## src/hdl/light_level_halving_search_assert.svh

```systemverilog
// assertion macros for the light level search back part
`ifndef LIGHT_LEVEL_HALVING_SEARCH_ASSERT_SVH
`define LIGHT_LEVEL_HALVING_SEARCH_ASSERT_SVH

// condition that must hold at every clock edge out of reset
`define LLHS_ASSERT_ALWAYS(name, clk, rst_n, cond, msg) \
    name: assert property (@(posedge clk) disable iff (!rst_n) (cond)) else $error(msg);

// condition in one cycle that implies another in the next cycle
`define LLHS_ASSERT_NEXT(name, clk, rst_n, pre, post, msg) \
    name: assert property (@(posedge clk) disable iff (!rst_n) (pre) |=> (post)) \
        else $error(msg);

`endif

```

## src/hdl/llhs_pkg.sv

```systemverilog
// shared types, codes and helpers for the light level halving search
package llhs_pkg;

    localparam int DRIVE_BITS     = 10;
    localparam int LEVEL_BITS     = 12;
    localparam int FRAC_BITS      = 4;
    localparam int AVG_BITS       = 16;
    localparam int VALUE_BITS     = 10;
    localparam int ERR_BITS       = 17;
    localparam int CHANNELS       = 3;
    localparam int CODE_BITS      = 2;
    localparam int SEQ_CODES      = 4;
    localparam int SEQ_BITS       = CODE_BITS * SEQ_CODES;
    localparam int LEN_BITS       = 3;
    localparam int KIND_BITS      = 2;
    localparam int VERDICT_BITS   = 2;
    localparam int DEFAULT_SEQUENCE_SLOTS = 4;

    localparam int QUEUE_DEPTH    = 4;
    localparam int QPTR_BITS      = $clog2(QUEUE_DEPTH);
    localparam int QCNT_BITS      = $clog2(QUEUE_DEPTH + 1);

    localparam int CFG_INDEX_BITS = 3;
    localparam int CFG_DATA_BITS  = CHANNELS * LEVEL_BITS;
    localparam int PACKED_DRIVE_BITS = CHANNELS * DRIVE_BITS;
    localparam int PACKED_LEVEL_BITS = CHANNELS * LEVEL_BITS;

    // register indexes
    localparam logic [CFG_INDEX_BITS-1:0] CFG_COLOR_SEQUENCE   = 3'd0;
    localparam logic [CFG_INDEX_BITS-1:0] CFG_SEQUENCE_LENGTH  = 3'd1;
    localparam logic [CFG_INDEX_BITS-1:0] CFG_MAX_DRIVE        = 3'd2;
    localparam logic [CFG_INDEX_BITS-1:0] CFG_INITIAL_DRIVE    = 3'd3;
    localparam logic [CFG_INDEX_BITS-1:0] CFG_TARGET_LEVELS    = 3'd4;
    localparam logic [CFG_INDEX_BITS-1:0] CFG_TOLERANCE_LEVELS = 3'd5;

    localparam logic [PACKED_DRIVE_BITS-1:0] MAX_DRIVE_RESET = '1;
    localparam logic [PACKED_LEVEL_BITS-1:0] TARGET_RESET    = 36'd3524075730;
    localparam logic [PACKED_LEVEL_BITS-1:0] TOLERANCE_RESET = 36'd167813130;

    // input operation codes
    localparam logic OP_START   = 1'b0;
    localparam logic OP_MEASURE = 1'b1;

    // channel code that keeps the previous channel
    localparam logic [CODE_BITS-1:0] CODE_KEEP   = 2'd3;
    localparam logic [CODE_BITS-1:0] SELECT_BASE = 2'd3;

    // result kinds and verdicts
    localparam logic [KIND_BITS-1:0] KIND_MASK    = 2'd0;
    localparam logic [KIND_BITS-1:0] KIND_SELECT  = 2'd1;
    localparam logic [KIND_BITS-1:0] KIND_DRIVE   = 2'd2;
    localparam logic [KIND_BITS-1:0] KIND_VERDICT = 2'd3;

    localparam logic [VERDICT_BITS-1:0] VERDICT_PASS       = 2'd0;
    localparam logic [VERDICT_BITS-1:0] VERDICT_TOLERANCE  = 2'd1;
    localparam logic [VERDICT_BITS-1:0] VERDICT_NO_CHANNEL = 2'd2;

    // commands from front to back
    typedef logic [2:0] cmd_op_t;
    localparam cmd_op_t CMD_EMPTY = 3'd0;
    localparam cmd_op_t CMD_START = 3'd1;
    localparam cmd_op_t CMD_DRIVE = 3'd2;
    localparam cmd_op_t CMD_FAIL  = 3'd3;
    localparam cmd_op_t CMD_NEXT  = 3'd4;
    localparam cmd_op_t CMD_PASS  = 3'd5;

    typedef struct packed {
        cmd_op_t                op;
        logic [CHANNELS-1:0]    mask;
        logic [CODE_BITS-1:0]   channel;
        logic [DRIVE_BITS-1:0]  drive;
        logic [DRIVE_BITS-1:0]  best;
    } cmd_t;

    typedef struct packed {
        logic [SEQ_BITS-1:0]          color_sequence;
        logic [LEN_BITS-1:0]          sequence_length;
        logic [PACKED_DRIVE_BITS-1:0] max_drive;
        logic [PACKED_DRIVE_BITS-1:0] initial_drive;
        logic [PACKED_LEVEL_BITS-1:0] target;
        logic [PACKED_LEVEL_BITS-1:0] tolerance;
    } cfg_t;

    // channel three wraps to red
    function automatic logic [DRIVE_BITS-1:0] channel_drive(
        input logic [PACKED_DRIVE_BITS-1:0] packed_val,
        input logic [CODE_BITS-1:0]         ch
    );
        logic [DRIVE_BITS-1:0] d;
        case (ch)
            2'd1:    d = packed_val[DRIVE_BITS +: DRIVE_BITS];
            2'd2:    d = packed_val[2*DRIVE_BITS +: DRIVE_BITS];
            default: d = packed_val[0 +: DRIVE_BITS];
        endcase
        return d;
    endfunction

    function automatic logic [LEVEL_BITS-1:0] channel_level(
        input logic [PACKED_LEVEL_BITS-1:0] packed_val,
        input logic [CODE_BITS-1:0]         ch
    );
        logic [LEVEL_BITS-1:0] l;
        case (ch)
            2'd1:    l = packed_val[LEVEL_BITS +: LEVEL_BITS];
            2'd2:    l = packed_val[2*LEVEL_BITS +: LEVEL_BITS];
            default: l = packed_val[0 +: LEVEL_BITS];
        endcase
        return l;
    endfunction

    // slots past the stored codes read as red
    function automatic logic [CODE_BITS-1:0] slot_code(
        input logic [SEQ_BITS-1:0] seq,
        input int                  slot
    );
        logic [CODE_BITS-1:0] c;
        c = '0;
        for (int k = 0; k < SEQ_CODES; k++) begin
            if (slot == k) c = seq[CODE_BITS*k +: CODE_BITS];
        end
        return c;
    endfunction

endpackage

```

## src/hdl/light_level_halving_search.sv

```systemverilog
// top level of the light level halving search with its configuration registers
//
// Input items are taken at one per cycle as long as the four-entry command
// queue has room; the front part updates the search state for each item in
// the cycle it is taken. The back part sends one result transfer per cycle,
// so the rate is set by the result count of each item: a start gives up to
// nine results (mask, two per enabled channel, then select and maximum drive
// of the first channel), a measurement gives one drive, or at the end of a
// channel the best drive plus a verdict or plus the next channel's select and
// drive. A result waiting on m_tready does not hold up the input side until
// the queue is full. Configuration writes take effect on the next cycle.
module light_level_halving_search #(
    parameter int SEQUENCE_SLOTS = llhs_pkg::DEFAULT_SEQUENCE_SLOTS
) (
    input  logic                                aclk,
    input  logic                                aresetn,
    input  logic                                s_tvalid,
    output logic                                s_tready,
    input  logic [15:0]                         s_tdata,     // [15:0] measured_average
    input  logic [0:0]                          s_tuser,     // [0] operation
    output logic                                m_tvalid,
    input  logic                                m_tready,
    output logic [15:0]                         m_tdata,     // [9:0] value, [11:10] verdict
    output logic [1:0]                          m_tuser,     // [1:0] kind
    output logic                                m_tlast,
    input  logic                                cfg_wr_en,
    input  logic [llhs_pkg::CFG_INDEX_BITS-1:0] cfg_index,
    input  logic [llhs_pkg::CFG_DATA_BITS-1:0]  cfg_wr_data
);
    import llhs_pkg::*;

    cfg_t                  cfg_reg;
    logic                  push;
    cmd_t                  push_cmd;
    logic                  queue_full;
    logic                  queue_empty;
    logic                  pop;
    cmd_t                  head_cmd;
    logic [KIND_BITS-1:0]    out_kind;
    logic [VALUE_BITS-1:0]   out_value;
    logic [VERDICT_BITS-1:0] out_verdict;

    always_ff @(posedge aclk) begin
        if (!aresetn) begin
            cfg_reg.color_sequence  <= '0;
            cfg_reg.sequence_length <= '0;
            cfg_reg.max_drive       <= MAX_DRIVE_RESET;
            cfg_reg.initial_drive   <= '0;
            cfg_reg.target          <= TARGET_RESET;
            cfg_reg.tolerance       <= TOLERANCE_RESET;
        end else if (cfg_wr_en) begin
            unique case (cfg_index)
                CFG_COLOR_SEQUENCE:   cfg_reg.color_sequence  <= cfg_wr_data[SEQ_BITS-1:0];
                CFG_SEQUENCE_LENGTH:  cfg_reg.sequence_length <= cfg_wr_data[LEN_BITS-1:0];
                CFG_MAX_DRIVE:        cfg_reg.max_drive <= cfg_wr_data[PACKED_DRIVE_BITS-1:0];
                CFG_INITIAL_DRIVE:    cfg_reg.initial_drive <= cfg_wr_data[PACKED_DRIVE_BITS-1:0];
                CFG_TARGET_LEVELS:    cfg_reg.target    <= cfg_wr_data[PACKED_LEVEL_BITS-1:0];
                CFG_TOLERANCE_LEVELS: cfg_reg.tolerance <= cfg_wr_data[PACKED_LEVEL_BITS-1:0];
                default: ;
            endcase
        end
    end

    llhs_front #(
        .SEQUENCE_SLOTS(SEQUENCE_SLOTS)
    ) u_front (
        .aclk        (aclk),
        .aresetn     (aresetn),
        .cfg         (cfg_reg),
        .s_tvalid    (s_tvalid),
        .s_tready    (s_tready),
        .in_operation(s_tuser[0]),
        .in_average  (s_tdata[AVG_BITS-1:0]),
        .push        (push),
        .push_cmd    (push_cmd),
        .queue_full  (queue_full)
    );

    llhs_cmd_queue u_queue (
        .aclk    (aclk),
        .aresetn (aresetn),
        .push    (push),
        .push_cmd(push_cmd),
        .full    (queue_full),
        .pop     (pop),
        .head_cmd(head_cmd),
        .empty   (queue_empty)
    );

    llhs_back u_back (
        .aclk       (aclk),
        .aresetn    (aresetn),
        .cfg        (cfg_reg),
        .head_cmd   (head_cmd),
        .queue_empty(queue_empty),
        .pop        (pop),
        .m_tvalid   (m_tvalid),
        .m_tready   (m_tready),
        .out_kind   (out_kind),
        .out_value  (out_value),
        .out_verdict(out_verdict),
        .m_tlast    (m_tlast)
    );

    assign m_tdata = {4'b0000, out_verdict, out_value};
    assign m_tuser = out_kind;

endmodule

```

## src/hdl/llhs_cmd_queue.sv

```systemverilog
// small command queue between the front and back parts
module llhs_cmd_queue (
    input  logic           aclk,
    input  logic           aresetn,
    input  logic           push,
    input  llhs_pkg::cmd_t push_cmd,
    output logic           full,
    input  logic           pop,
    output llhs_pkg::cmd_t head_cmd,
    output logic           empty
);
    import llhs_pkg::*;

    cmd_t                 entry_reg [QUEUE_DEPTH];
    logic [QPTR_BITS-1:0] wr_ptr_reg, wr_ptr_next;
    logic [QPTR_BITS-1:0] rd_ptr_reg, rd_ptr_next;
    logic [QCNT_BITS-1:0] count_reg, count_next;

    assign full     = (count_reg == QCNT_BITS'(QUEUE_DEPTH));
    assign empty    = (count_reg == '0);
    assign head_cmd = entry_reg[rd_ptr_reg];

    always_comb begin
        wr_ptr_next = wr_ptr_reg;
        rd_ptr_next = rd_ptr_reg;
        count_next  = count_reg;
        if (push) begin
            wr_ptr_next = (wr_ptr_reg == QPTR_BITS'(QUEUE_DEPTH - 1)) ? '0
                                                                     : wr_ptr_reg + 1'b1;
        end
        if (pop) begin
            rd_ptr_next = (rd_ptr_reg == QPTR_BITS'(QUEUE_DEPTH - 1)) ? '0
                                                                     : rd_ptr_reg + 1'b1;
        end
        if (push && !pop) count_next = count_reg + 1'b1;
        else if (pop && !push) count_next = count_reg - 1'b1;
    end

    always_ff @(posedge aclk) begin
        if (!aresetn) begin
            wr_ptr_reg <= '0;
            rd_ptr_reg <= '0;
            count_reg  <= '0;
        end else begin
            wr_ptr_reg <= wr_ptr_next;
            rd_ptr_reg <= rd_ptr_next;
            count_reg  <= count_next;
        end
    end

    always_ff @(posedge aclk) begin
        if (push) entry_reg[wr_ptr_reg] <= push_cmd;
    end

endmodule

```

## src/hdl/llhs_front.sv

```systemverilog
// front part: accepts items, runs the search state and issues commands
module llhs_front #(
    parameter int SEQUENCE_SLOTS = llhs_pkg::DEFAULT_SEQUENCE_SLOTS
) (
    input  logic                          aclk,
    input  logic                          aresetn,
    input  llhs_pkg::cfg_t                cfg,
    input  logic                          s_tvalid,
    output logic                          s_tready,
    input  logic                          in_operation,
    input  logic [llhs_pkg::AVG_BITS-1:0] in_average,
    output logic                          push,
    output llhs_pkg::cmd_t                push_cmd,
    input  logic                          queue_full
);
    import llhs_pkg::*;

    localparam int SLOT_BITS = (SEQUENCE_SLOTS > 1) ? $clog2(SEQUENCE_SLOTS) : 1;
    localparam int USED_BITS = $clog2(SEQUENCE_SLOTS + 1);

    logic                  active_reg, active_next;
    logic [SLOT_BITS-1:0]  slot_reg, slot_next;
    logic [CODE_BITS-1:0]  channel_reg, channel_next;
    logic [DRIVE_BITS-1:0] drive_now_reg, drive_now_next;
    logic [DRIVE_BITS-1:0] drive_before_reg, drive_before_next;
    logic [ERR_BITS-1:0]   best_error_reg, best_error_next;
    logic [DRIVE_BITS-1:0] best_drive_reg, best_drive_next;

    logic                  accept;
    logic [USED_BITS-1:0]  used;
    logic [USED_BITS-1:0]  slot_plus;
    logic [CHANNELS-1:0]   mask;
    logic [CODE_BITS-1:0]  code;
    logic [CODE_BITS-1:0]  first_ch;
    logic [CODE_BITS-1:0]  following_ch;
    logic [AVG_BITS-1:0]   tgt;
    logic [AVG_BITS-1:0]   err16;
    logic [ERR_BITS-1:0]   err;
    logic [ERR_BITS-1:0]   tol;
    logic [ERR_BITS-1:0]   new_best_err;
    logic [DRIVE_BITS-1:0] new_best_drive;
    logic [DRIVE_BITS-1:0] step;
    logic [DRIVE_BITS:0]   raised;
    logic [DRIVE_BITS:0]   candidate;
    logic [DRIVE_BITS-1:0] ch_max;
    logic [DRIVE_BITS-1:0] next_drive;

    assign s_tready = !queue_full;
    assign accept   = s_tvalid && s_tready;

    // used slots saturate at the sequence depth
    assign used = (int'(cfg.sequence_length) > SEQUENCE_SLOTS) ? USED_BITS'(SEQUENCE_SLOTS)
                                                                : USED_BITS'(cfg.sequence_length);

    always_comb begin
        mask = '0;
        for (int i = 0; i < SEQUENCE_SLOTS; i++) begin
            code = slot_code(cfg.color_sequence, i);
            if ((i < int'(used)) && (code != CODE_KEEP)) begin
                mask = mask | (CHANNELS'(1) << code);
            end
        end
    end

    assign first_ch = (cfg.color_sequence[CODE_BITS-1:0] == CODE_KEEP)
                      ? '0 : cfg.color_sequence[CODE_BITS-1:0];

    // measurement arithmetic on the current channel
    assign tgt    = AVG_BITS'({channel_level(cfg.target, channel_reg), FRAC_BITS'(0)});
    assign err16  = (tgt > in_average) ? tgt - in_average : in_average - tgt;
    assign err    = ERR_BITS'(err16);
    assign tol    = ERR_BITS'({channel_level(cfg.tolerance, channel_reg), FRAC_BITS'(0)});
    assign ch_max = channel_drive(cfg.max_drive, channel_reg);
    assign step   = ((drive_now_reg > drive_before_reg) ? drive_now_reg - drive_before_reg
                                                        : drive_before_reg - drive_now_reg) >> 1;
    assign raised = {1'b0, drive_now_reg} + {1'b0, step};

    always_comb begin
        if (tgt < in_average) begin
            candidate = (step > drive_now_reg) ? '0 : {1'b0, drive_now_reg - step};
        end else if (tgt > in_average) begin
            candidate = raised;
        end else begin
            candidate = {1'b0, drive_now_reg};
        end
    end

    assign next_drive = (candidate > {1'b0, ch_max}) ? ch_max : candidate[DRIVE_BITS-1:0];

    assign new_best_err   = (err < best_error_reg) ? err : best_error_reg;
    assign new_best_drive = (err < best_error_reg) ? drive_now_reg : best_drive_reg;

    assign slot_plus    = USED_BITS'(slot_reg) + USED_BITS'(1);
    assign following_ch = (slot_code(cfg.color_sequence, int'(slot_plus)) == CODE_KEEP)
                          ? channel_reg : slot_code(cfg.color_sequence, int'(slot_plus));

    always_comb begin
        active_next       = active_reg;
        slot_next         = slot_reg;
        channel_next      = channel_reg;
        drive_now_next    = drive_now_reg;
        drive_before_next = drive_before_reg;
        best_error_next   = best_error_reg;
        best_drive_next   = best_drive_reg;
        push              = 1'b0;
        push_cmd          = '0;
        if (accept && (in_operation == OP_START)) begin
            push = 1'b1;
            if (mask == '0) begin
                active_next = 1'b0;
                push_cmd.op = CMD_EMPTY;
            end else begin
                active_next       = 1'b1;
                slot_next         = '0;
                channel_next      = first_ch;
                drive_now_next    = channel_drive(cfg.max_drive, first_ch);
                drive_before_next = '0;
                best_error_next   = '1;
                best_drive_next   = '0;
                push_cmd.op       = CMD_START;
                push_cmd.mask     = mask;
                push_cmd.channel  = first_ch;
                push_cmd.drive    = channel_drive(cfg.max_drive, first_ch);
            end
        end else if (accept && active_reg) begin
            push              = 1'b1;
            best_error_next   = new_best_err;
            best_drive_next   = new_best_drive;
            drive_before_next = drive_now_reg;
            if (next_drive != drive_now_reg) begin
                drive_now_next = next_drive;
                push_cmd.op    = CMD_DRIVE;
                push_cmd.drive = next_drive;
            end else begin
                push_cmd.best = new_best_drive;
                if (new_best_err > tol) begin
                    active_next = 1'b0;
                    push_cmd.op = CMD_FAIL;
                end else if (slot_plus < used) begin
                    // move on to the next slot of the sequence
                    slot_next         = SLOT_BITS'(slot_plus);
                    channel_next      = following_ch;
                    drive_now_next    = channel_drive(cfg.max_drive, following_ch);
                    drive_before_next = '0;
                    best_error_next   = '1;
                    best_drive_next   = '0;
                    push_cmd.op       = CMD_NEXT;
                    push_cmd.channel  = following_ch;
                    push_cmd.drive    = channel_drive(cfg.max_drive, following_ch);
                end else begin
                    active_next = 1'b0;
                    push_cmd.op = CMD_PASS;
                end
            end
        end
    end

    always_ff @(posedge aclk) begin
        if (!aresetn) begin
            active_reg       <= 1'b0;
            slot_reg         <= '0;
            channel_reg      <= '0;
            drive_now_reg    <= '0;
            drive_before_reg <= '0;
            best_error_reg   <= '1;
            best_drive_reg   <= '0;
        end else begin
            active_reg       <= active_next;
            slot_reg         <= slot_next;
            channel_reg      <= channel_next;
            drive_now_reg    <= drive_now_next;
            drive_before_reg <= drive_before_next;
            best_error_reg   <= best_error_next;
            best_drive_reg   <= best_drive_next;
        end
    end

endmodule

```

## src/hdl/llhs_back.sv

```systemverilog
// back part: expands each command into its run of result transfers
`include "light_level_halving_search_assert.svh"

module llhs_back (
    input  logic                              aclk,
    input  logic                              aresetn,
    input  llhs_pkg::cfg_t                    cfg,
    input  llhs_pkg::cmd_t                    head_cmd,
    input  logic                              queue_empty,
    output logic                              pop,
    output logic                              m_tvalid,
    input  logic                              m_tready,
    output logic [llhs_pkg::KIND_BITS-1:0]    out_kind,
    output logic [llhs_pkg::VALUE_BITS-1:0]   out_value,
    output logic [llhs_pkg::VERDICT_BITS-1:0] out_verdict,
    output logic                              m_tlast
);
    import llhs_pkg::*;

    localparam logic [2:0] B_IDLE     = 3'd0;
    localparam logic [2:0] B_MASK     = 3'd1;
    localparam logic [2:0] B_INIT_SEL = 3'd2;
    localparam logic [2:0] B_INIT_DRV = 3'd3;
    localparam logic [2:0] B_SEL      = 3'd4;
    localparam logic [2:0] B_DRV      = 3'd5;
    localparam logic [2:0] B_BEST     = 3'd6;
    localparam logic [2:0] B_VERDICT  = 3'd7;

    logic [2:0]           state_reg, state_next;
    cmd_t                 cmd_reg, cmd_next;
    logic [CODE_BITS-1:0] init_ch_reg, init_ch_next;

    logic                 advance;
    logic                 found;
    logic [CODE_BITS-1:0] found_ch;
    logic [2:0]           load_state;
    int                   scan_from;

    assign m_tvalid = (state_reg != B_IDLE);
    assign m_tlast  = (state_reg == B_DRV) || (state_reg == B_VERDICT);
    assign advance  = (state_reg == B_IDLE) || (m_tvalid && m_tready);

    // lowest enabled channel at or above the scan start
    always_comb begin
        scan_from = (state_reg == B_MASK) ? 0 : int'(init_ch_reg) + 1;
        found     = 1'b0;
        found_ch  = '0;
        for (int c = CHANNELS - 1; c >= 0; c--) begin
            if (cmd_reg.mask[c] && (c >= scan_from)) begin
                found    = 1'b1;
                found_ch = CODE_BITS'(c);
            end
        end
    end

    always_comb begin
        unique case (head_cmd.op) inside
            CMD_START:                     load_state = B_MASK;
            CMD_DRIVE:                     load_state = B_DRV;
            CMD_FAIL, CMD_NEXT, CMD_PASS:  load_state = B_BEST;
            default:                       load_state = B_VERDICT;
        endcase
    end

    always_comb begin
        state_next   = state_reg;
        cmd_next     = cmd_reg;
        init_ch_next = init_ch_reg;
        pop          = 1'b0;
        if (advance) begin
            if ((state_reg == B_IDLE) || m_tlast) begin
                if (!queue_empty) begin
                    pop        = 1'b1;
                    cmd_next   = head_cmd;
                    state_next = load_state;
                end else begin
                    state_next = B_IDLE;
                end
            end else begin
                unique case (state_reg)
                    B_MASK: begin
                        init_ch_next = found_ch;
                        state_next   = B_INIT_SEL;
                    end
                    B_INIT_SEL: state_next = B_INIT_DRV;
                    B_INIT_DRV: begin
                        if (found) begin
                            init_ch_next = found_ch;
                            state_next   = B_INIT_SEL;
                        end else begin
                            state_next = B_SEL;
                        end
                    end
                    B_SEL:  state_next = B_DRV;
                    B_BEST: state_next = (cmd_reg.op == CMD_NEXT) ? B_SEL : B_VERDICT;
                    default: state_next = B_IDLE;
                endcase
            end
        end
    end

    always_comb begin
        out_kind    = KIND_DRIVE;
        out_value   = '0;
        out_verdict = VERDICT_PASS;
        unique case (state_reg)
            B_MASK: begin
                out_kind  = KIND_MASK;
                out_value = VALUE_BITS'(cmd_reg.mask);
            end
            B_INIT_SEL: begin
                out_kind  = KIND_SELECT;
                out_value = VALUE_BITS'(SELECT_BASE - init_ch_reg);
            end
            B_INIT_DRV: out_value = VALUE_BITS'(channel_drive(cfg.initial_drive, init_ch_reg));
            B_SEL: begin
                out_kind  = KIND_SELECT;
                out_value = VALUE_BITS'(SELECT_BASE - cmd_reg.channel);
            end
            B_DRV:  out_value = VALUE_BITS'(cmd_reg.drive);
            B_BEST: out_value = VALUE_BITS'(cmd_reg.best);
            B_VERDICT: begin
                out_kind = KIND_VERDICT;
                case (cmd_reg.op)
                    CMD_EMPTY: out_verdict = VERDICT_NO_CHANNEL;
                    CMD_FAIL:  out_verdict = VERDICT_TOLERANCE;
                    default:   out_verdict = VERDICT_PASS;
                endcase
            end
            default: out_kind = KIND_DRIVE;
        endcase
    end

    always_ff @(posedge aclk) begin
        if (!aresetn) begin
            state_reg <= B_IDLE;
        end else begin
            state_reg <= state_next;
        end
    end

    always_ff @(posedge aclk) begin
        cmd_reg     <= cmd_next;
        init_ch_reg <= init_ch_next;
    end

    `LLHS_ASSERT_ALWAYS(a_sel_only_for_new_channel, aclk, aresetn,
        (state_reg != B_SEL) || (cmd_reg.op == CMD_START) || (cmd_reg.op == CMD_NEXT),
        "channel select outside a start or next-channel command")

    `LLHS_ASSERT_ALWAYS(a_init_channel_enabled, aclk, aresetn,
        (state_reg != B_INIT_SEL) || (|(cmd_reg.mask & (CHANNELS'(1) << init_ch_reg))),
        "initial drive sent for a channel outside the mask")

    `LLHS_ASSERT_NEXT(a_idle_after_drain, aclk, aresetn,
        m_tvalid && m_tready && m_tlast && queue_empty, state_reg == B_IDLE,
        "back part busy after last transfer with an empty queue")

endmodule
```

## config.mk

```make
export PLATFORM = sky130hd
export DESIGN_NAME = light_level_halving_search
export DESIGN_NICKNAME = d
export VERILOG_FILES = /design/src/hdl/llhs_pkg.sv /design/src/hdl/light_level_halving_search.sv /design/src/hdl/llhs_cmd_queue.sv /design/src/hdl/llhs_front.sv /design/src/hdl/llhs_back.sv
export VERILOG_INCLUDE_DIRS = /design/src /design/src/hdl
export SDC_FILE = /design/constraint.sdc
export NUM_CORES = 1
export LEC_CHECK = 0
export BUFFER_PORTS_ARGS = -buffer_cell sky130_fd_sc_hd__buf_2
export CAP_MARGIN = 20
export CORE_AREA = 2 2 225 138
export DETAILED_ROUTE_END_ITERATION = 10
export DIE_AREA = 0 0 227 140
export GPL_TIMING_DRIVEN = 0
export PLACE_DENSITY_LB_ADDON = 0.12
export SLEW_MARGIN = 40
export SYNTH_ARGS = -nofsm -noshare
export SYNTH_HDL_FRONTEND = slang
export SYNTH_SLANG_ARGS = --single-unit
```

## constraint.sdc

```tcl
create_clock -name aclk -period 13.6 [get_ports aclk]
set_input_delay 0.68 -clock aclk [delete_from_list [all_inputs] [get_ports aclk]]
set_output_delay 0.68 -clock aclk [all_outputs]
set_load 0.02 [all_outputs]
```

==> impl_results.md <==
- Final hold vios: 0
- Crit end category: register
- Worst Hold Launch: cfg_wr_data[32]
- Avg Inst Size Synth: 9.041 µm²
- ANT cells: 0
- Pins Over Slew Limit: 0
- Post-CTS setup buffers: 0
- CP Max Fanout: 10
- Layout fillers: 2213
- Synth cell types: 86
- Hold bufs inserted after CTS: 0
- Status: completed
- Post-Place Cells: 2704
- Post-route ant nets: 0
- Cell Rows: 49
- Syn-to-layout area delta: 10.38%
- Number of max-cap violations: 0
- Initial antenna violation count: 0
- Worst VDD drop: 0.0002595 V
- Yosys warnings: 0
- Worst r2r dst: u_queue.entry_reg[2][11]
- Final non-filler cell total: 2761
- Reg2Reg Depth: 40
- CTS buffer count: 31
- Final net count: 2529
- CTS tree: yes
- Period utilization: 0.9157
- Routability cong.: 1.006
- Detailed Route WL: 66260 µm
- Vias in the first global route: 16979
- Post-Layout Inst Area: 22080 µm²
- R2R Setup Slk: 1.15 ns
- DP HPWL: 49060 µm
- Clock skew: 0.02678 ns
- Core area: 29670 µm²
- Post-route DRC: 0
- Data arrival, critical path: 12.74 ns
- CP max-delay cell: a21oi_1
- Most frequent cells after synthesis: nand2_1 (415), a21oi_1 (208), dfxtp_1 (207), edfxtp_1 (142), ha_1 (133)
- Largest stage delay on the critical path: 0.65 ns
- Cell taking the most area after synthesis: edfxtp_1
- Drt pass-1 iters: 6
- Worst-Skew Late Latency: 0.61 ns
- Port bufs: 76
- Vias: 18448
- Die area: 31780 µm²
- Fmax: 80.30 MHz
- WP data required: 13.89 ns
- Worst hold path type: in2reg
- DIE WIDTH: 227 µm
- Setup Viol. Count Final: 0
- Setup TNS: 0 ns
- EDFF count, synth: 142
- First DRT Iteration DRCs: 2942
- Most frequent cell after synthesis: nand2_1
- Vert. Die Dim: 140 µm
- Largest net degree at the start of global routing: 30
- GRT Overall Usage: 0.4144
- H-Tree Depth: 1
- Reg2reg start: u_front.channel_reg[0]
- Ys async rst share: 0
- Slew @ Worst Pin: 0.9113 ns
- Worst slack, placed: 1.756 ns
- Critical Path Source Type: register
- Initial Util: 0.6742
- Post-CTS Resized: 0
- Clock transition at the registers of the reported paths: 0.08 ns
- Vias per inst: 6.682
- Max reg flops: 143
- WHS Path Cells: 3
- First-pass GRT wire length: 99720 µm
- Pwr Density: 145.5 nW/µm²
- Layout cells sized above 1: 0.1011
- I/O pins: 82
- Post-route setup slack: 1.147 ns
- Root buffer cell: clkbuf_16
- Area contributors post-synth: edfxtp_1 (21%), dfxtp_1 (21%), ha_1 (8.3%)
- Slew Limit Headroom: 0.3861
- Post-synthesis sequential area ratio: 0.4203
- #FFs+latches synth: 349
- Netlist Area Pre-Place: 20010 µm²
- Main flop type after synthesis: dfxtp_1
- WL/cell: 24.00 µm
- DP Area: 21050 µm²
- Min Clock Period, post-route: 12.45 ns
- Clock Path Buffers: 3
- Hold Slack: 0.3251 ns
- Crit-path most repeated cell: clkbuf_1
- Kind of critical path: reg2reg
- Hold Path Sink: cfg_reg[68]
- Lkg Pwr: 0.008351 µW
- Top cell type's share of synthesized area: 0.2131
- Crit path max-delay family: compound AO/OA/AOI/OAI gates
- Clk sink count: 349
- Bufs and invs on worst path: 11
- Post-Syn Instances: 2213
- RSZ-0062 raised after global routing: false
- Overflow left after global routing: 0
stage by stage:
| step | utilization | power [µW] |
|---|---|---|
| finish | 0.7442 | 3214 |
| global route | 0.7442 | 3327 |
| CTS | 0.7442 | 3169 |
| detailed placement | 0.7092 | 2263 |
| global placement | 0.7046 | 2234 |
| floorplan | - | 1956 |
cells in the final DEF, fill, tap and decap left out, types with 89 or more instances in the layout:
| cell type | netlist | final |
|---|---|---|
| a21oi_1 | 208 | 208 |
| buf_2 | 11 | 89 |
| clkbuf_1 | 113 | 115 |
| dfxtp_1 | 207 | 207 |
| edfxtp_1 | 142 | 142 |
| ha_1 | 133 | 133 |
| inv_1 | 111 | 110 |
| nand2_1 | 415 | 415 |
| nor2_1 | 126 | 126 |
| o21ai_0 | 100 | 96 |
per-layer routing:
layer,up-vias,track usage,share of wire
met5,-,0.01843,0.0012
met1,8782,0.6149,0.41
met3,168,0.1317,0.15
met2,1332,0.5868,0.41
li1,8164,-,-
met4,2,0.09666,0.028
worst register-to-register path, delay by kind of cell (launching register included):
family	cells	cell delay (ns)
compound gates	14	4.20
xor+xnor	1	0.21
fa+ha+maj	4	1.46
buf+inv	11	4.10
flops	1	0.38
mux	1	0.15
simple gates	9	1.64
power by group:
| part | switching [µW] | internal [µW] |
|---|---|---|
| registers | 54.0 | 1180 |
| logic | 673 | 386 |
| clock network | 421 | 499 |
logic make-up (layout without fill, tap and decap cells):
group / Yosys count / after routing / synth area share
other cells: 1 / 4 / 0.0001874
mux: 80 / 80 / 0.05885
flops: 349 / 349 / 0.4203
buf+inv: 250 / 387 / 0.04947
simple gates: 771 / 771 / 0.1697
fa+ha+maj: 139 / 139 / 0.08918
xor+xnor: 47 / 47 / 0.02058
compound gates: 576 / 576 / 0.1917
how the worst max path moves through the flow:
stage / start / slack (ns) / to / cells after the start
after floorplan: u_front.channel_reg[0] / 4.85 / u_front.slot_reg[1] / 42
after global placement: u_front.channel_reg[1] / 1.92 / u_queue.entry_reg[2][11] / 42
after detailed placement: u_front.channel_reg[0] / 1.76 / u_queue.entry_reg[0][11] / 40
after CTS: u_front.channel_reg[0] / 1.72 / u_queue.entry_reg[2][11] / 40
after global routing: u_front.channel_reg[0] / 0.77 / u_queue.entry_reg[0][11] / 40
final: u_front.channel_reg[0] / 1.15 / u_queue.entry_reg[2][11] / 40
layout make-up:
cell class              instances  area (µm²)  share of cell area
plain buffers                 139       578.1             0.02618
multi-input cells            1617       10640              0.4819
clock inverters                22       247.7             0.01122
repair buffers                 80       490.5             0.02221
well taps                     408       510.5             0.02312
inverters                     111       416.7             0.01887
clock buffers                  35       790.8             0.03581
flip-flops and latches        349        8408              0.3807
Note: power is estimated with default switching activity, not from simulation.
